--- src/rtl/jhp_pkg.sv ---
// ----------------------------------------------------------------------------
// jhp_pkg
// Types and constants shared by the JPEG header parser.
// ----------------------------------------------------------------------------
`default_nettype none

package jhp_pkg;

  typedef enum logic [3:0] {
    PH_SOI_FF   = 4'd0,
    PH_SOI_CODE = 4'd1,
    PH_MARK_FF  = 4'd2,
    PH_MARK     = 4'd3,
    PH_LEN_HI   = 4'd4,
    PH_LEN_LO   = 4'd5,
    PH_DATA     = 4'd6,
    PH_SCAN     = 4'd7,
    PH_FAIL     = 4'd8
  } phase_t;

  localparam logic [7:0] MK_SOF0 = 8'hC0;
  localparam logic [7:0] MK_SOS  = 8'hDA;
  localparam logic [7:0] MK_DQT  = 8'hDB;
  localparam logic [7:0] MK_DRI  = 8'hDD;
  localparam logic [7:0] MK_SOI  = 8'hD8;
  localparam logic [7:0] MK_EOI  = 8'hD9;
  localparam logic [7:0] BYTE_FF = 8'hFF;

  localparam logic [24:0] POS_MAX = 25'h1FF_FFFF;
  localparam logic [23:0] LIM24   = 24'hFF_FFFF;
  localparam logic [15:0] DIM_MAX = 16'd2040;

  localparam logic RK_TABLE   = 1'b0;
  localparam logic RK_SUMMARY = 1'b1;

  typedef struct packed {
    logic [7:0] data_byte;
    logic       last_byte;
  } in_item_t;

  typedef struct packed {
    logic        result_kind;
    logic [7:0]  table_byte;
    logic [8:0]  table_index;
    logic        frame_ok;
    logic [6:0]  frame_type;
    logic [7:0]  width_units;
    logic [7:0]  height_units;
    logic [15:0] dri_interval;
    logic [9:0]  table_length;
    logic [7:0]  table_precision;
    logic [23:0] scan_begin;
    logic [23:0] scan_length;
  } out_item_t;

endpackage

`default_nettype wire

--- src/rtl/jpeg_header_parser_unit.sv ---
// ----------------------------------------------------------------------------
// jpeg_header_parser_unit
// Byte-serial marker segment parser for one baseline JPEG frame.
// ----------------------------------------------------------------------------
// Usage:
//   in_*  : one frame byte per request; in_data.last_byte marks the final byte.
//   out_* : table bytes of DQT segments (kind 0) and one end-of-frame summary
//           (kind 1) on the last byte. Bytes that give no result produce none.
//   Throughput: one byte per cycle while the output register is not held by
//   out_stall. All parsing for a byte is done in the cycle it is accepted;
//   its result, if any, sits in the output register from the next cycle.
//   Stall: the output register holds while out_stall is high; a byte is still
//   taken when the register empties in the same cycle (in_stall follows
//   out_valid_r && out_stall only).
//   Reset: all parse state returns to "expect start of image", the output
//   register empties. After each summary the state clears for the next frame.
// ----------------------------------------------------------------------------
`default_nettype none

module jpeg_header_parser_unit #(
  parameter int MAX_TABLE_BYTES = 512
) (
  input  wire logic              clk,
  input  wire logic              rst_n,
  input  wire logic              in_valid,
  output logic                   in_stall,
  input  wire jhp_pkg::in_item_t in_data,
  output logic                   out_valid,
  input  wire logic              out_stall,
  output jhp_pkg::out_item_t     out_data
);

  localparam int TW = $clog2(MAX_TABLE_BYTES + 1);

  jhp_pkg::phase_t phase_r, phase_nxt;
  logic [24:0] pos_r, pos_nxt;
  logic [15:0] seg_rem_r, seg_rem_nxt;
  logic [15:0] seg_pos_r, seg_pos_nxt;
  logic [7:0]  marker_r, marker_nxt;
  logic [7:0]  tleft_r, tleft_nxt;
  logic [TW-1:0] tcoll_r, tcoll_nxt;
  logic [7:0]  prec_r, prec_nxt;
  logic [15:0] height_r, height_nxt;
  logic [15:0] width_r, width_nxt;
  logic [7:0]  comps_r, comps_nxt;
  logic        samp_r, samp_nxt;
  logic [15:0] dri_r, dri_nxt;
  logic        seen_sof_r, seen_sof_nxt;
  logic        seen_sos_r, seen_sos_nxt;
  logic        err_r, err_nxt;
  logic [7:0]  prev_r, prev_nxt;
  logic [23:0] sstart_r, sstart_nxt;

  logic               out_valid_r, out_valid_nxt;
  jhp_pkg::out_item_t out_data_r, out_data_nxt;

  logic       accept;
  logic [7:0] b;
  logic       last;

  assign in_stall  = out_valid_r & out_stall;
  assign accept    = in_valid & ~in_stall;
  assign out_valid = out_valid_r;
  assign out_data  = out_data_r;
  assign b         = in_data.data_byte;
  assign last      = in_data.last_byte;

  // Segment end checks shared by length and data phases
  logic [15:0] seg_full, seg_after_len, seg_dec, seg_len_end;
  logic        end_fail, end_scan, end_sof;
  logic [25:0] next_pos;
  logic [9:0]  comp_need;
  logic        standalone;
  logic [7:0]  tsize;
  logic [TW:0] tsum;
  logic        emit;
  logic [15:0] end_len;

  always_comb begin
    seg_full      = {seg_rem_r[15:8], b};
    seg_after_len = seg_full - 16'd2;
    seg_dec       = seg_rem_r - 16'd1;
    // one bit wider so a saturated position still gives the true offset
    next_pos      = {1'b0, pos_r} + 26'd1;
    standalone    = (b == jhp_pkg::MK_EOI) || (b == 8'h00) || (b == 8'h01) ||
                    (b[7:3] == 5'b11010);
    tsize         = (b[7:4] == 4'd0) ? 8'd64 : 8'd128;
    tsum          = {1'b0, tcoll_r} + (TW+1)'(tsize);
    // length at segment end: zero in length phase, seg_pos+1 in data phase
    end_len       = (phase_r == jhp_pkg::PH_LEN_LO) ? 16'd0 : seg_pos_r + 16'd1;
    seg_len_end   = end_len;
    comp_need     = 10'd6 + 10'd3 * {2'b00, comps_nxt};
    end_sof       = (marker_r == jhp_pkg::MK_SOF0);
    end_scan      = (marker_r == jhp_pkg::MK_SOS);
    end_fail      = 1'b0;
    if (end_sof) begin
      end_fail = (seg_len_end < 16'd6) || (comps_nxt < 8'd1) || (comps_nxt > 8'd4) ||
                 (seg_len_end < {6'd0, comp_need});
    end else if (marker_r == jhp_pkg::MK_DRI) begin
      end_fail = seg_len_end < 16'd2;
    end else if (end_scan) begin
      end_fail = next_pos > {2'b00, jhp_pkg::LIM24};
    end
  end

  // Next-state logic for one byte
  logic        ok;
  logic [25:0] len26;
  logic [25:0] slen;

  always_comb begin
    phase_nxt = phase_r; pos_nxt = pos_r; seg_rem_nxt = seg_rem_r; seg_pos_nxt = seg_pos_r;
    marker_nxt = marker_r; tleft_nxt = tleft_r; tcoll_nxt = tcoll_r; prec_nxt = prec_r;
    height_nxt = height_r; width_nxt = width_r; comps_nxt = comps_r; samp_nxt = samp_r;
    dri_nxt = dri_r; seen_sof_nxt = seen_sof_r; seen_sos_nxt = seen_sos_r; err_nxt = err_r;
    prev_nxt = prev_r; sstart_nxt = sstart_r;
    emit = 1'b0;
    ok = 1'b0; len26 = '0; slen = '0;
    out_valid_nxt = out_valid_r & out_stall;
    out_data_nxt  = out_data_r;

    if (accept) begin
      unique case (phase_r)
        jhp_pkg::PH_SOI_FF: begin
          if (b != jhp_pkg::BYTE_FF) begin
            err_nxt = 1'b1; phase_nxt = jhp_pkg::PH_FAIL;
          end else phase_nxt = jhp_pkg::PH_SOI_CODE;
        end
        jhp_pkg::PH_SOI_CODE: begin
          if (b != jhp_pkg::MK_SOI) begin
            err_nxt = 1'b1; phase_nxt = jhp_pkg::PH_FAIL;
          end else phase_nxt = jhp_pkg::PH_MARK_FF;
        end
        jhp_pkg::PH_MARK_FF: begin
          if (!last) begin
            if (b != jhp_pkg::BYTE_FF) begin
              err_nxt = 1'b1; phase_nxt = jhp_pkg::PH_FAIL;
            end else phase_nxt = jhp_pkg::PH_MARK;
          end
        end
        jhp_pkg::PH_MARK: begin
          if (b == jhp_pkg::BYTE_FF) begin
            if (last) begin
              err_nxt = 1'b1; phase_nxt = jhp_pkg::PH_FAIL;
            end
          end else begin
            marker_nxt = b;
            if (standalone) phase_nxt = jhp_pkg::PH_MARK_FF;
            else if (last) begin
              err_nxt = 1'b1; phase_nxt = jhp_pkg::PH_FAIL;
            end else phase_nxt = jhp_pkg::PH_LEN_HI;
          end
        end
        jhp_pkg::PH_LEN_HI: begin
          if (last) begin
            err_nxt = 1'b1; phase_nxt = jhp_pkg::PH_FAIL;
          end else begin
            seg_rem_nxt = {b, 8'h00};
            phase_nxt   = jhp_pkg::PH_LEN_LO;
          end
        end
        jhp_pkg::PH_LEN_LO: begin
          if (seg_full < 16'd2) begin
            err_nxt = 1'b1; phase_nxt = jhp_pkg::PH_FAIL;
          end else begin
            seg_rem_nxt = seg_after_len;
            seg_pos_nxt = '0;
            tleft_nxt   = '0;
            if (seg_after_len == 16'd0) begin
              phase_nxt = jhp_pkg::PH_MARK_FF;
              if (end_fail) begin
                err_nxt = 1'b1; phase_nxt = jhp_pkg::PH_FAIL;
                if (end_scan) begin
                  seen_sos_nxt = 1'b1; sstart_nxt = jhp_pkg::LIM24;
                end
              end else if (end_sof) begin
                if (comps_nxt < 8'd3) samp_nxt = 1'b0;
                seen_sof_nxt = 1'b1;
              end else if (end_scan) begin
                seen_sos_nxt = 1'b1; sstart_nxt = next_pos[23:0];
                phase_nxt = jhp_pkg::PH_SCAN;
              end
            end else if (last) begin
              err_nxt = 1'b1; phase_nxt = jhp_pkg::PH_FAIL;
            end else phase_nxt = jhp_pkg::PH_DATA;
          end
        end
        jhp_pkg::PH_DATA: begin
          seg_rem_nxt = seg_dec;
          seg_pos_nxt = seg_pos_r + 16'd1;
          if (marker_r == jhp_pkg::MK_DQT) begin
            if (tleft_r == 8'd0) begin
              if ((seg_dec < {8'd0, tsize}) ||
                  (tsum > (TW+1)'(MAX_TABLE_BYTES))) begin
                err_nxt = 1'b1; phase_nxt = jhp_pkg::PH_FAIL;
              end else begin
                tleft_nxt = tsize;
                if ((b[7:4] != 4'd0) && !b[3]) prec_nxt = prec_r | (8'd1 << b[2:0]);
              end
            end else begin
              tleft_nxt = tleft_r - 8'd1;
              emit      = 1'b1;
              tcoll_nxt = tcoll_r + TW'(1);
            end
          end else if (marker_r == jhp_pkg::MK_SOF0) begin
            case (seg_pos_r)
              16'd1: height_nxt[15:8] = b;
              16'd2: height_nxt[7:0]  = b;
              16'd3: width_nxt[15:8]  = b;
              16'd4: width_nxt[7:0]   = b;
              16'd5: comps_nxt        = b;
              16'd7: samp_nxt         = (b == 8'h22);
              default: ;
            endcase
          end else if (marker_r == jhp_pkg::MK_DRI) begin
            case (seg_pos_r)
              16'd0: dri_nxt[15:8] = b;
              16'd1: dri_nxt[7:0]  = b;
              default: ;
            endcase
          end
          if (!err_nxt) begin
            if (seg_dec == 16'd0) begin
              phase_nxt = jhp_pkg::PH_MARK_FF;
              if (end_fail) begin
                err_nxt = 1'b1; phase_nxt = jhp_pkg::PH_FAIL;
                if (end_scan) begin
                  seen_sos_nxt = 1'b1; sstart_nxt = jhp_pkg::LIM24;
                end
              end else if (end_sof) begin
                if (comps_nxt < 8'd3) samp_nxt = 1'b0;
                seen_sof_nxt = 1'b1;
              end else if (end_scan) begin
                seen_sos_nxt = 1'b1; sstart_nxt = next_pos[23:0];
                phase_nxt = jhp_pkg::PH_SCAN;
              end
            end else if (last) begin
              err_nxt = 1'b1; phase_nxt = jhp_pkg::PH_FAIL;
            end
          end
        end
        default: ;
      endcase

      if (last) begin
        // End-of-frame summary from the state after this byte, then clear
        len26 = next_pos;
        ok = !err_nxt && (len26 >= 26'd4) && seen_sof_nxt && seen_sos_nxt &&
             (tcoll_nxt != '0);
        if (seen_sos_nxt) begin
          if ({2'b00, sstart_nxt} + 26'd2 <= len26) begin
            slen = len26 - 26'd2 - {2'b00, sstart_nxt};
          end else ok = 1'b0;
          if (!(prev_r == jhp_pkg::BYTE_FF && b == jhp_pkg::MK_EOI)) ok = 1'b0;
        end
        if (slen > {2'b00, jhp_pkg::LIM24}) begin
          slen = {2'b00, jhp_pkg::LIM24}; ok = 1'b0;
        end
        out_valid_nxt = 1'b1;
        out_data_nxt.result_kind      = jhp_pkg::RK_SUMMARY;
        out_data_nxt.table_byte       = '0;
        out_data_nxt.table_index      = '0;
        out_data_nxt.frame_ok         = ok;
        out_data_nxt.frame_type       = {(dri_nxt != 16'd0), 5'd0, samp_nxt};
        out_data_nxt.width_units      = (width_nxt > jhp_pkg::DIM_MAX) ? 8'd0 : width_nxt[10:3];
        out_data_nxt.height_units     = (height_nxt > jhp_pkg::DIM_MAX) ? 8'd0 : height_nxt[10:3];
        out_data_nxt.dri_interval     = dri_nxt;
        out_data_nxt.table_length     = 10'(tcoll_nxt);
        out_data_nxt.table_precision  = prec_nxt;
        out_data_nxt.scan_begin       = seen_sos_nxt ? sstart_nxt : 24'd0;
        out_data_nxt.scan_length      = slen[23:0];
        phase_nxt = jhp_pkg::PH_SOI_FF; pos_nxt = '0; seg_rem_nxt = '0; seg_pos_nxt = '0;
        marker_nxt = '0; tleft_nxt = '0; tcoll_nxt = '0; prec_nxt = '0; height_nxt = '0;
        width_nxt = '0; comps_nxt = '0; samp_nxt = 1'b0; dri_nxt = '0; seen_sof_nxt = 1'b0;
        seen_sos_nxt = 1'b0; err_nxt = 1'b0; prev_nxt = '0; sstart_nxt = '0;
      end else begin
        prev_nxt = b;
        if (pos_r < jhp_pkg::POS_MAX) pos_nxt = next_pos[24:0];
        if (emit) begin
          out_valid_nxt = 1'b1;
          out_data_nxt  = '0;
          out_data_nxt.result_kind = jhp_pkg::RK_TABLE;
          out_data_nxt.table_byte  = b;
          out_data_nxt.table_index = 9'(tcoll_r);
        end
      end
    end
  end

  // State and output registers
  always_ff @(posedge clk) begin
    if (!rst_n) begin
      phase_r <= jhp_pkg::PH_SOI_FF; pos_r <= '0; seg_rem_r <= '0; seg_pos_r <= '0;
      marker_r <= '0; tleft_r <= '0; tcoll_r <= '0; prec_r <= '0; height_r <= '0;
      width_r <= '0; comps_r <= '0; samp_r <= 1'b0; dri_r <= '0; seen_sof_r <= 1'b0;
      seen_sos_r <= 1'b0; err_r <= 1'b0; prev_r <= '0; sstart_r <= '0;
      out_valid_r <= 1'b0;
    end else begin
      phase_r <= phase_nxt; pos_r <= pos_nxt; seg_rem_r <= seg_rem_nxt;
      seg_pos_r <= seg_pos_nxt; marker_r <= marker_nxt; tleft_r <= tleft_nxt;
      tcoll_r <= tcoll_nxt; prec_r <= prec_nxt; height_r <= height_nxt;
      width_r <= width_nxt; comps_r <= comps_nxt; samp_r <= samp_nxt; dri_r <= dri_nxt;
      seen_sof_r <= seen_sof_nxt; seen_sos_r <= seen_sos_nxt; err_r <= err_nxt;
      prev_r <= prev_nxt; sstart_r <= sstart_nxt;
      out_valid_r <= out_valid_nxt;
    end
  end

  always_ff @(posedge clk) begin
    out_data_r <= out_data_nxt;
  end

  // Checks
  a_fail_has_error: assert property (@(posedge clk) disable iff (!rst_n)
    (phase_r == jhp_pkg::PH_FAIL) |-> err_r)
    else $error("fail phase without error flag");

  a_table_limit: assert property (@(posedge clk) disable iff (!rst_n)
    {1'b0, tcoll_r} <= (TW+1)'(MAX_TABLE_BYTES))
    else $error("table bytes exceed limit");

  a_summary_clears: assert property (@(posedge clk) disable iff (!rst_n)
    (accept && last) |=> (phase_r == jhp_pkg::PH_SOI_FF && pos_r == '0 && !err_r))
    else $error("state not cleared after summary");

  a_no_accept_on_stall: assert property (@(posedge clk) disable iff (!rst_n)
    (out_valid_r && out_stall) |=> (out_valid_r && $stable(out_data_r)))
    else $error("held result changed");

endmodule

`default_nettype wire

--- config.mk ---
export PLATFORM = sky130hd
export DESIGN_NAME = jpeg_header_parser_unit
export DESIGN_NICKNAME = d
export VERILOG_FILES = /design/src/rtl/jhp_pkg.sv /design/src/rtl/jpeg_header_parser_unit.sv
export SDC_FILE = /design/constraint.sdc
export NUM_CORES = 1
export LEC_CHECK = 0
export BUFFER_PORTS_ARGS = -buffer_cell sky130_fd_sc_hd__buf_2
export CORE_ASPECT_RATIO = 0.5
export CORE_MARGIN = 1
export CORE_UTILIZATION = 59
export CTS_BUF_LIST = sky130_fd_sc_hd__clkbuf_8 sky130_fd_sc_hd__clkbuf_16
export DETAILED_ROUTE_END_ITERATION = 12
export PLACE_DENSITY = 0.78
export RECOVER_POWER = 25
export SETUP_SLACK_MARGIN = 0.1
export SLEW_MARGIN = 20
export SYNTH_ARGS = -nofsm -noshare
export SYNTH_HDL_FRONTEND = slang
export SYNTH_SLANG_ARGS = --single-unit
export TNS_END_PERCENT = 1
--- constraint.sdc ---
create_clock -name clk -period 12.2 [get_ports clk]
set_input_delay 3.66 -clock clk [delete_from_list [all_inputs] [get_ports clk]]
set_output_delay 3.66 -clock clk [all_outputs]
set_load 0.01 [all_outputs]
* Word level (Yosys, flattened, before mapping)
Index checks and enable logic that the tools add are counted.
** Word-level totals
- Input bits :: 13
- Register bits after elaboration :: 307
** Cells by class
- Reduce and logical (&&, ||, !) cells :: 38
- Eq/ne operators :: 29
- Shifts and indexed selects :: 1
- Add/subtract/negate cells :: 11
- $mul :: 1
- $lt $le $gt $ge :: 17
- Muxes and demuxes :: 168
- Bitwise operators :: 4
** Operator list (number)
- $mux 16 :: 21
- $mux 24 :: 12
- $mux 8 :: 32
- $mux 124 :: 1
- $mux 106 :: 1
- $mux 26 :: 4
- $mux 1 :: 65
- $eq 8x8->1 const B :: 7
- $gt 26x24->1 const B :: 2
- $mux 4 :: 13
- $mux 10 :: 5
- $mux 25 :: 2
- $eq 16x3->1 const B :: 3
- $logic_not 16->1 :: 3
- $pmux 16 s3 :: 1
- $pmux 24 s2 :: 1
- $eq 16x2->1 const B :: 2
- $gt 16x11->1 const B :: 2
- $lt 16x2->1 const B :: 2
- $pmux 16 s2 :: 1
- $pmux 4 s7 :: 1
- $add 25x1->26 const B :: 1
- $ge 26x3->1 const B :: 1
- $le 25x26->1 :: 1
- 52 further kinds :: 85

* Logic depth before layout (Yosys ltp)
Gate-level depths: netlist of run 1.
- Word-level depth :: 29
- Gate-level depth with buffers :: 42
- Depth with buffers taken out :: 39

* Worst setup path after synthesis of run 1
OpenSTA, ideal clock, no wires.
- Path type :: input -> register
- From :: input port out_stall
- To :: register out_data_r (netlist bit out_data[22]), data pin
- Setup slack :: 0.957 ns
- Arrival time :: 10.979 ns
- Data required time :: 11.936 ns
- Stages :: 40
- Cell sequence :: nand2_1 > and2_1 > clkbuf_1 > nand2_1 > nor2_1 > and3_1 > clkbuf_1 > a22oi_1 > inv_1 > ha_1 > ha_1 > a21o_1 > a21oi_1 > nor2b_1 > o21ai_0 > nand2b_1 > xnor2_1 > ha_1 > (+4 left out) > a211o_1 > a211o_1 > and2_1 > o22ai_1 > inv_1 > ha_1 > inv_1 > ha_1 > o21a_1 > and3_1 > a31oi_1 > o21ai_0 > and3_1 > and3_1 > a21oi_1 > or3_1 > a31o_2 > o41a_1
** Between the ends
- Word-level cells in the longest chain between the ends :: 23
- Elaborated cells between the ends (all ways) :: 37
- Those cells by class :: add/sub: 3; mul: 1; order compare: 5; mux: 22; bitwise: 3; reduce/logical: 3
** RTL lines
- from (decl) :: line jpeg_header_parser_unit.sv:29 : input wire logic out_stall,
- $and 1x1->1 (*) :: line jpeg_header_parser_unit.sv:61 : assign in_stall = out_valid_r & out_stall;
- $not 1->1 (*) :: line jpeg_header_parser_unit.sv:62 : assign accept = in_valid & ~in_stall;
- $and 1x1->1 (*) :: line jpeg_header_parser_unit.sv:62
- $mux 8 (*) :: line jpeg_header_parser_unit.sv:122 : if (accept) begin
- net comps_nxt[3] :: line jpeg_header_parser_unit.sv:45 : logic [7:0] comps_r, comps_nxt;
- $mul 2x8->10 / $lt 8x1->1 (equally long branches) :: line jpeg_header_parser_unit.sv:92, jpeg_header_parser_unit.sv:97
- $add 3x10->10 / $logic_or 1x1->1 (equally long branches) :: line jpeg_header_parser_unit.sv:92, jpeg_header_parser_unit.sv:97
- $lt 16x10->1 / $logic_or 1x1->1 (equally long branches) :: line jpeg_header_parser_unit.sv:98, jpeg_header_parser_unit.sv:97
- (+8 left out)
- $le 25x26->1 :: line jpeg_header_parser_unit.sv:251 : if ({2'b00, sstart_nxt} + 26'd2 <= len26) begin
- $mux 26 :: line jpeg_header_parser_unit.sv:251
- $mux 26 (*) :: line jpeg_header_parser_unit.sv:250 : if (seen_sos_nxt) begin
- $mux 26 (*) :: line jpeg_header_parser_unit.sv:245 : if (last) begin
- $mux 26 (*) :: line jpeg_header_parser_unit.sv:122
- $gt 26x24->1 :: line jpeg_header_parser_unit.sv:256 : if (slen > {2'b00, jhp_pkg::LIM24}) begin
- $mux 24 (*) :: line jpeg_header_parser_unit.sv:256
- $mux 106 (*) :: line jpeg_header_parser_unit.sv:245
- to (signal assigned) :: line jpeg_header_parser_unit.sv:310 : out_data_r <= out_data_nxt;
- to (decl) :: line jpeg_header_parser_unit.sv:55 : jhp_pkg::out_item_t out_data_r, out_data_nxt;
Mark *: on every way through the listed nets, which the timed path passes. The rest lies on a longest branch. The select of a mux whose other input is x is not followed.
A chain may end at the register's enable or synchronous reset.

* Final worst setup path of run 1
Same ends and word-level chain as after synthesis.

==> results of run 1 <==
-- critical path, delay by kind of cell --
family / cells / cell delay (ps)
AOI/OAI and AO/OA: 14 / 3400
xor gates and xnor gates: 1 / 140
buffers and inverters: 5 / 590
and+or+nand+nor: 15 / 2390
adders and majority gates: 5 / 1580
-- logic make-up after synthesis --
logic type               share of synthesized area, %
AND/OR/NAND/NOR                                  24.4
AO/OA/AOI/OAI                                    19.1
XOR/XNOR                                         4.33
multiplexers                                     1.88
buffers and inverters                            4.99
other                                          0.0191
adder cells (fa/ha/maj)                          7.84
flip-flops                                       37.4
-- report_power, final --
part           switching [W]  internal [W]
registers         0.00000988       0.00108
clock network       0.000410      0.000485
logic               0.000111     0.0000480
total               0.000531       0.00162
-- state kept, by name, indices dropped and copies added (netlist names), 10 cells and up --
signal / flops
sstart_r: 24
out_data: 119
seg_pos_r: 16
tcoll_r: 10
dri_r: 16
width_r: 16
pos_r: 25
seg_rem_r: 16
height_r: 16
-- path summary, 6_finish.rpt --
kind / from / end / slack, ps / depth (start not counted)
hold reg to reg: prec_r[0] / prec_r[0] / 470 / 2
hold / removal: prec_r[0] / prec_r[0] / 470 / 2
setup reg to reg: marker_r[6] / out_data[22] / 2610 / 38
setup / recovery: out_stall / out_data[22] / 750 / 40
-- what timing repair did --
item	4_1_cts	5_1_grt
buffers inserted	0	0
resized for setup	0	1
setup endpoints to repair	0	2
-- metrics by stage --
step,cells,total power (W),util [%]
2_1_floorplan,2314,0.00122,-
3_3_place_gp,2781,0.00127,64.2
3_5_place_dp,2781,0.00127,64.2
4_1_cts,2834,0.00215,67.0
5_1_grt,2834,0.00221,66.7
6_report,2834,0.00215,66.7
-- layout make-up --
class                      instances  share of cell area (%)
inverter                         105                    1.85
sequential                       307                    34.2
tap                              432                    2.52
timing repair buffer             183                    4.35
clock buffer                      31                    3.51
multi-input combinational       1754                    52.8
clock inverter                    22                   0.735
-- cells in the mapped netlist (8+ instances only) --
master | n | area [µm²]
edfxtp_1 | 119 | 3570
nand2b_1 | 10 | 62.6
nand3_1 | 80 | 400
and2_1 | 49 | 307
or3_1 | 12 | 75.1
mux2i_1 | 29 | 290
clkbuf_1 | 132 | 495
o21ai_1 | 10 | 50.1
a22oi_1 | 91 | 683
nor3_1 | 56 | 280
o21a_1 | 34 | 255
a21o_1 | 36 | 270
xor2_1 | 36 | 315
ha_1 | 118 | 1480
o22ai_1 | 10 | 62.6
nand4_1 | 44 | 275
nor2b_1 | 128 | 801
inv_1 | 102 | 383
a31oi_1 | 25 | 156
dfxtp_1 | 188 | 3760
o21ai_0 | 117 | 586
nand2_1 | 189 | 709
nor4b_1 | 8 | 70.1
a21boi_0 | 21 | 158
a21oi_1 | 128 | 641
xnor2_1 | 61 | 534
or2_2 | 12 | 75.1
or4_1 | 11 | 82.6
and3_1 | 32 | 200
o21bai_1 | 8 | 60.1
nor4_1 | 33 | 206
buf_1 | 8 | 30.0
a211oi_1 | 8 | 60.1
nor2_1 | 223 | 837
-- layer usage --
layer	vias to the layer above	global-route usage, %	part of all wire, %
li1	8451	-	-
met1	8406	44.7	44
met2	876	51.9	44
met3	137	4.92	8.7
met4	0	10.8	3.5
met5	-	0	0
==> flow_metrics.py, run 1 <==
metrics = {
    "placed_design": {
        "globalplace.congestion": 0.953,
        "numPortBuffers": 133,
        "postPlaceCellArea_um2": 20600,
        "place_hpwl_mm": 38.7,
        "pre_cts_slack_ps": 154,
    },
    "route": {
        "routed_wl_mm": 56.2,
        "drcViolationCount": 0,
        "routed-via-count": 17870,
        "wl_per_cell_um": 19.8,
        "dr.pass1.iters": 7,
        "ant_nets": 0,
        "initialDrtViolationCount": 1917,
        "via_per_inst": 6.31,
    },
    "floorplan": {
        "core_um2": 32200,
        "std_cell_rows": 46,
        "die_y_um": 131,
        "die_area_um2": 34000,
        "die_w_um": 260,
        "io-pin-count": 139,
        "initial_core_util_pct": 60.9,
    },
    "logic_synthesis": {
        "synthesis.area_um2": 19600,
        "async_flop_share_pct": 0,
        "ys_ff_latch": 307,
        "synthCells": 2310,
        "synth-seq-area-share_pct": 37.4,
        "synth_edf_count": 119,
        "synth_warnings": 0,
        "syn_area_per_cell_um2": 8.49,
        "synth_cell_types": 95,
        "ys_dominant_reg_cell": "dfxtp_1",
    },
    "finish": {
        "drive_gt1_share_pct": 8.33,
        "fillers": 2679,
        "synthToLayoutAreaGrowth_pct": 9.43,
        "finalNetCount": 2514,
        "num_antenna_cells": 0,
        "final_cell_mix": "nor2_1, nand2_1, dfxtp_1, nor2b_1, a21oi_1",
        "design_area_um2": 21500,
        "multiInputGateArea_um2": 11300,
        "final_common_cell": "nor2_1",
        "ff_latch_area_um2": 7340,
    },
    "timing": {
        "min_period_over_period_pct": 93.8,
        "finClkSkew_ps": 18.2,
        "worst_pin_slew_ps": 3330,
        "fin_hold_ws_ps": 469,
        "max_freq_ghz": 0.0874,
        "setup_tns_ps": 0,
        "rsz0062_at_grt": "false",
        "max_slew_margin_pct": -122,
        "setup_violations": 0,
        "slew_violations": 316,
        "period_minus_slack_ps": 11450,
        "hold_viol": 0,
        "setup_slack_ps": 753,
    },
    "grt": {
        "grt_pass1_vias": 15921,
        "grt-ovfl-total": 0,
        "grt_max_degree": 99,
        "grt_usage_pct": 32.3,
        "grt_antenna_before_repair": 0,
        "grt_first_pass_wirelength_mm": 87.0,
    },
    "worst_hold_path": {
        "hp-class": "register to register",
    },
    "clock_tree": {
        "htreeDepth": 1,
        "tritoncts.num_buffers": 29,
        "clk_pin_slew_ps": 60,
        "cts_tree": "yes",
        "ctsHoldBuffers": 0,
        "cts-root-buf": "clkbuf_16",
        "insertion_delay_ps": 580,
        "ctsLongestPathBuffers": 3,
        "clock_sinks": 307,
    },
    "setup_path": {
        "critPathSlowestCell": "o41a_1",
        "required_ps": 12520,
        "startpoint_type": "primary input",
        "crit_path_end_kind": "register",
        "cp.arrival_ps": 11770,
        "path_class": "primary input to register",
        "critPathMaxStageDelay_ps": 460,
        "cpMostUsedCell": "ha_1",
        "crit_path_max_fanout": 25,
    },
    "power": {
        "ir_worst_vdd_mv": 0.0851,
        "power_leakage_nw": 8.41,
        "power_density_nw_per_um2": 100,
    },
    "run": {
        "maxCapViolCount": 5,
    },
    "status": {
        "violations": "max-capacitance violations, max-slew violations",
        "outcome": "finished with violations",
    },
}
(Power assumes the default switching activity.)
==> run 2: changes to the inputs <==
Settings changed: CELL_PAD_IN_SITES_DETAIL_PLACEMENT from default to 2, CELL_PAD_IN_SITES_GLOBAL_PLACEMENT from default to 2, CORE_UTILIZATION 59 to 38, PLACE_DENSITY 0.78 to 0.92.
==> run 2 against run 1 <==
The flow still finishes with violations (max-capacitance violations, max-slew violations). Via count grew 15%. Critical path type unchanged. Global-route usage increased by 3.4 points. Combinational power rose by 19%. Utilization down 23 points. Hold slack better by 38 ps.
==> flow_metrics.py, run 2 (same netlist as run 1, synthesis figures left out) <==
metrics = {
    "grt": {
        "busiest_layer": "met2",
        "grt_usage_pct": 35.7,
        "grt-ovfl-total": 0,
        "grt_pass1_vias": 22320,
        "grt_antenna_before_repair": 3,
        "met2_usage_pct": 60.3,
        "grt_first_pass_wirelength_mm": 144,
        "grt_max_degree": 112,
        "met1_usage_pct": 41.5,
        "met3_usage_pct": 7.91,
    },
    "floorplan": {
        "die_y_um": 163,
        "initial_core_util_pct": 38.8,
        "std_cell_rows": 58,
        "io-pin-count": 139,
        "core_um2": 50600,
        "die_area_um2": 52600,
        "die_w_um": 323,
    },
    "route": {
        "via_per_inst": 6.59,
        "routed-via-count": 20522,
        "wl_per_cell_um": 31.0,
        "dr.pass1.iters": 6,
        "routed_wl_mm": 96.7,
        "ant_nets": 0,
        "initialDrtViolationCount": 2187,
        "drcViolationCount": 0,
    },
    "power": {
        "power_density_nw_per_um2": 111,
        "power_leakage_nw": 8.62,
        "ir_worst_vdd_mv": 0.103,
    },
    "setup_path": {
        "crit_path_end_kind": "register",
        "regToRegSetupSlack_ps": 1660,
        "critPathSlowestCell": "clkbuf_1",
        "r2r_end": "out_data[22]",
        "path_class": "primary input to register",
        "crit_path_max_fanout": 21,
        "cpMostUsedCell": "ha_1",
        "critPathMaxStageDelay_ps": 1090,
        "reg2regPathDepth": 36,
        "cp.arrival_ps": 12420,
        "startpoint_type": "primary input",
        "required_ps": 12530,
        "r2r-start": "marker_r[6]",
    },
    "clock_tree": {
        "clock_sinks": 307,
        "htreeDepth": 2,
        "cts_tree": "yes",
        "insertion_delay_ps": 590,
        "ctsLongestPathBuffers": 3,
        "tritoncts.num_buffers": 34,
        "cts-root-buf": "clkbuf_16",
        "clk_pin_slew_ps": 70,
    },
    "finish": {
        "multiInputGateArea_um2": 11400,
        "largest_reg_flops": 119,
        "finalNetCount": 2531,
        "post-route-util_pct": 43.9,
        "synthToLayoutAreaGrowth_pct": 13.3,
        "ff_latch_area_um2": 7340,
        "fillers": 5519,
        "design_area_um2": 22200,
        "final_common_cell": "nor2_1",
        "drive_gt1_share_pct": 9.20,
        "final_cell_mix": "nor2_1, nand2_1, dfxtp_1, nor2b_1, a21oi_1",
        "final_cells": 3115,
    },
    "timing": {
        "worst_pin_slew_ps": 4570,
        "period_minus_slack_ps": 12090,
        "slew_violations": 271,
        "max_slew_margin_pct": -205,
        "setup_violations": 0,
        "min_period_over_period_pct": 99.1,
        "max_freq_ghz": 0.0827,
        "hold_viol": 0,
        "finClkSkew_ps": 37.9,
    },
    "placed_design": {
        "postPlaceCellArea_um2": 21000,
        "globalplace.congestion": 0.895,
        "numPortBuffers": 133,
        "dpl.cell_count": 3044,
        "place_hpwl_mm": 58.9,
    },
    "status": {
        "outcome": "finished with violations",
        "violations": "max-capacitance violations, max-slew violations",
    },
    "worst_hold_path": {
        "hp-class": "register to register",
        "holdPathEnd": "sstart_r[17]",
        "min_from": "sstart_r[17]",
        "hold-path-cell-count": 2,
    },
    "run": {
        "maxCapViolCount": 5,
    },
}
[run 2: report_power, final]
group	internal (W)	switching (W)	leakage (nW)
Sequential	0.00108	0.0000137	2.61
Combinational	0.0000503	0.000138	5.39
Clock	0.000657	0.000517	0.613
Total	0.00179	0.000669	8.62
[run 2: area by class of cell]
cell class	instances	share of cell area (%)
clock inverters	22	1.10
inverters	105	1.79
clock buffers	40	4.20
repair buffers	194	4.49
multi-input cells	1755	51.5
diodes	2	0.0225
well taps	690	3.89
flip-flops and latches	307	33.0
[run 2: metal layers]
layer / share of wire (%) / vias up
met4: 6.3 / 0
li1: - / 8460
met5: 0 / -
met3: 7.5 / 483
met2: 48 / 1209
met1: 38 / 10370
[run 2: worst max-delay path by stage]
stage | to | startpoint | depth (start not counted) | slack, ps
6_report | out_data[22] | in_data[4] | 33 | 110
3_3_place_gp | out_data[22] | out_stall | 39 | 250
5_1_grt | out_data[105] | in_data[4] | 33 | -8
4_1_cts | out_data[22] | out_stall | 39 | 70
2_1_floorplan | out_data[22] | out_stall | 40 | 960
3_5_place_dp | out_data[105] | out_stall | 38 | -670
[run 2: repair_timing]
item | CTS | global route
buffers inserted | 2 | 4
endpoints found under the hold margin | 0 | 0
hold buffers | 0 | 0
pin swaps | 1 | 7
gates resized for setup | 13 | 11
endpoints found under the setup margin | 25 | 25
gates cloned | 0 | 1
[run 2: worst max-delay path, delay by kind of cell]
| family | cells | cell delay (ps) |
|---|---|---|
| simple gates | 8 | 1860 |
| compound gates | 15 | 3600 |
| xor+xnor | 1 | 240 |
| fa+ha+maj | 5 | 1480 |
| buf+inv | 4 | 1540 |
[run 2: metrics by stage]
step                      setup slack (ps)  total power [W]  hold slack (ps)  setup TNS (ps)
after floorplan                        957          0.00122              428               0
after global placement                 248          0.00128              440               0
after detailed placement              -670          0.00129              475           -7880
after CTS                             65.2          0.00245              503               0
after global routing                 -7.88          0.00250              517           -7.88
final                                  108          0.00246              507               0
==> run 3: changes to the inputs <==
Settings changed: MAX_ROUTING_LAYER from default to met4.
==> run 3 against run 2 <==
Largest power group unchanged. Setup slack improved by 20 ps. The flow still finishes with violations (max-capacitance violations, max-slew violations). Utilization did not move. Flip-flop and latch count did not move. Fmax rose by 0.16%. Sequential power barely moved. Clock skew rose by 5.1 ps. Largest cell class unchanged. Global-route usage rose by 1.1 points. Die area did not move. Combinational power barely moved.
==> flow_metrics.py, run 3 (same netlist as run 1, synthesis figures left out) <==
metrics = {
    "route": {
        "drcViolationCount": 0,
        "wl_per_cell_um": 31.0,
        "routed_wl_mm": 96.5,
        "dr.pass1.iters": 7,
        "routed-via-count": 20552,
        "ant_nets": 0,
        "initialDrtViolationCount": 2307,
        "via_per_inst": 6.60,
    },
    "setup_path": {
        "cp.arrival_ps": 12400,
        "required_ps": 12530,
        "crit_path_max_fanout": 21,
        "path_delay_family": "compound AO/OA/AOI/OAI gates",
        "startpoint_type": "primary input",
        "path_class": "primary input to register",
        "critical_path_depth": 33,
        "critPathMaxStageDelay_ps": 1080,
        "reg2regPathDepth": 36,
        "critPathSlowestCell": "clkbuf_1",
        "crit_path_end_kind": "register",
        "cpMostUsedCell": "ha_1",
        "cp_num_buf_inv": 4,
    },
    "floorplan": {
        "die_w_um": 323,
        "die_y_um": 163,
        "die_area_um2": 52600,
        "std_cell_rows": 58,
        "core_um2": 50600,
        "io-pin-count": 139,
        "initial_core_util_pct": 38.8,
    },
    "timing": {
        "finClkSkew_ps": 43.0,
        "setup_violations": 0,
        "slew_violations": 271,
        "rsz0062_at_grt": "false",
        "hold_viol": 0,
        "worst_pin_slew_ps": 4570,
        "min_period_over_period_pct": 99.0,
        "period_minus_slack_ps": 12070,
        "max_slew_margin_pct": -205,
        "max_freq_ghz": 0.0828,
    },
    "finish": {
        "drive_gt1_share_pct": 9.20,
        "largest_reg_flops": 119,
        "post-route-util_pct": 43.9,
        "synthToLayoutAreaGrowth_pct": 13.3,
        "finalNetCount": 2531,
        "final_cell_mix": "nor2_1, nand2_1, dfxtp_1, nor2b_1, a21oi_1",
        "fillers": 5511,
        "final_common_cell": "nor2_1",
    },
    "power": {
        "power_leakage_nw": 8.62,
        "p_total_w": 0.00246,
        "ir_worst_vdd_mv": 0.102,
        "power_density_nw_per_um2": 111,
    },
    "worst_hold_path": {
        "hold-path-cell-count": 2,
        "hp-class": "register to register",
    },
    "clock_tree": {
        "ctsHoldBuffers": 0,
        "htreeDepth": 2,
        "insertion_delay_ps": 600,
        "clock_sinks": 307,
        "clk_pin_slew_ps": 70,
        "cts_tree": "yes",
        "cts-root-buf": "clkbuf_16",
        "tritoncts.num_buffers": 34,
        "ctsLongestPathBuffers": 3,
    },
    "grt": {
        "grt_usage_pct": 36.8,
        "grt_first_pass_wirelength_mm": 144,
        "grt_max_degree": 112,
        "grt_pass1_vias": 22285,
        "grt-ovfl-total": 0,
        "grt_antenna_before_repair": 2,
    },
    "status": {
        "outcome": "finished with violations",
        "violations": "max-capacitance violations, max-slew violations",
    },
    "placed_design": {
        "place_hpwl_mm": 58.9,
        "numPortBuffers": 133,
        "globalplace.congestion": 0.910,
    },
    "run": {
        "maxCapViolCount": 5,
    },
}
-- run 3: cell counts in the layout (fill, tap and decap cells not counted) --
No cell type changed its count.
-- run 3: cell type report --
type / instances / area, µm² / share of cell area [%]
flip-flops and latches: 307 / 7340 / 33.0
inverters: 105 / 397 / 1.79
multi-input cells: 1755 / 11400 / 51.5
well taps: 690 / 863 / 3.89
repair buffers: 194 / 998 / 4.49
clock inverters: 22 / 245 / 1.10
clock buffers: 40 / 933 / 4.20
diodes: 2 / 5.00 / 0.0225
-- run 3: metal layers --
layer / share of wire [%] / global-route usage, % / up-vias / routed length (µm)
met5: 0 / - / - / 0
li1: - / - / 8477 / -
met4: 6.3 / 21.7 / 0 / 6120
met3: 7.8 / 7.66 / 528 / 7570
met1: 38 / 41.8 / 10265 / 36800
met2: 48 / 60.1 / 1282 / 46000
-- run 3: timing repair --
action,4_1_cts,5_1_grt
gates cloned,0,1
pin swaps,1,7
gates resized for setup,13,11
setup endpoints to repair,25,25
setup buffers,2,4
-- run 3: through the flow --
| step | std cells | setup TNS (ps) | setup slack [ps] | hold WS, ps | cell area [µm²] |
|---|---|---|---|---|---|
| floorplan | 2314 | 0 | 957 | 428 | 19600 |
| global placement | 3044 | 0 | 248 | 440 | 21000 |
| detailed placement | 3044 | -7880 | -670 | 475 | 21000 |
| CTS | 3108 | 0 | 65.2 | 503 | 22300 |
| global route | 3115 | 0 | 9.76 | 517 | 22200 |
| finish | 3115 | 0 | 128 | 509 | 22200 |
-- run 3: final timing paths --
path / startpoint / to / slack [ps]
worst min register to register: prev_r[0] / prev_r[0] / 510
worst min-delay path: prev_r[0] / prev_r[0] / 510
worst max-delay path: in_data[4] / out_data[22] / 130
worst max register to register: marker_r[6] / out_data[22] / 1610
-- run 3: power breakdown --
group	internal, W	leakage (nW)	switching (W)	total, W
logic	0.0000503	5.39	0.000138	0.000189
clock network	0.000657	0.613	0.000522	0.00118
registers	0.00108	2.61	0.0000136	0.00110
-- run 3: worst register-to-register path: cells and delay by family, from the launching register on --
| family | cells | cell delay, ps |
|---|---|---|
| AO/OA/AOI/OAI | 15 | 3490 |
| flip-flops | 1 | 380 |
| AND/OR/NAND/NOR | 12 | 4270 |
| buffers and inverters | 3 | 460 |
| adder cells (fa/ha/maj) | 5 | 1490 |
| XOR/XNOR | 1 | 240 |
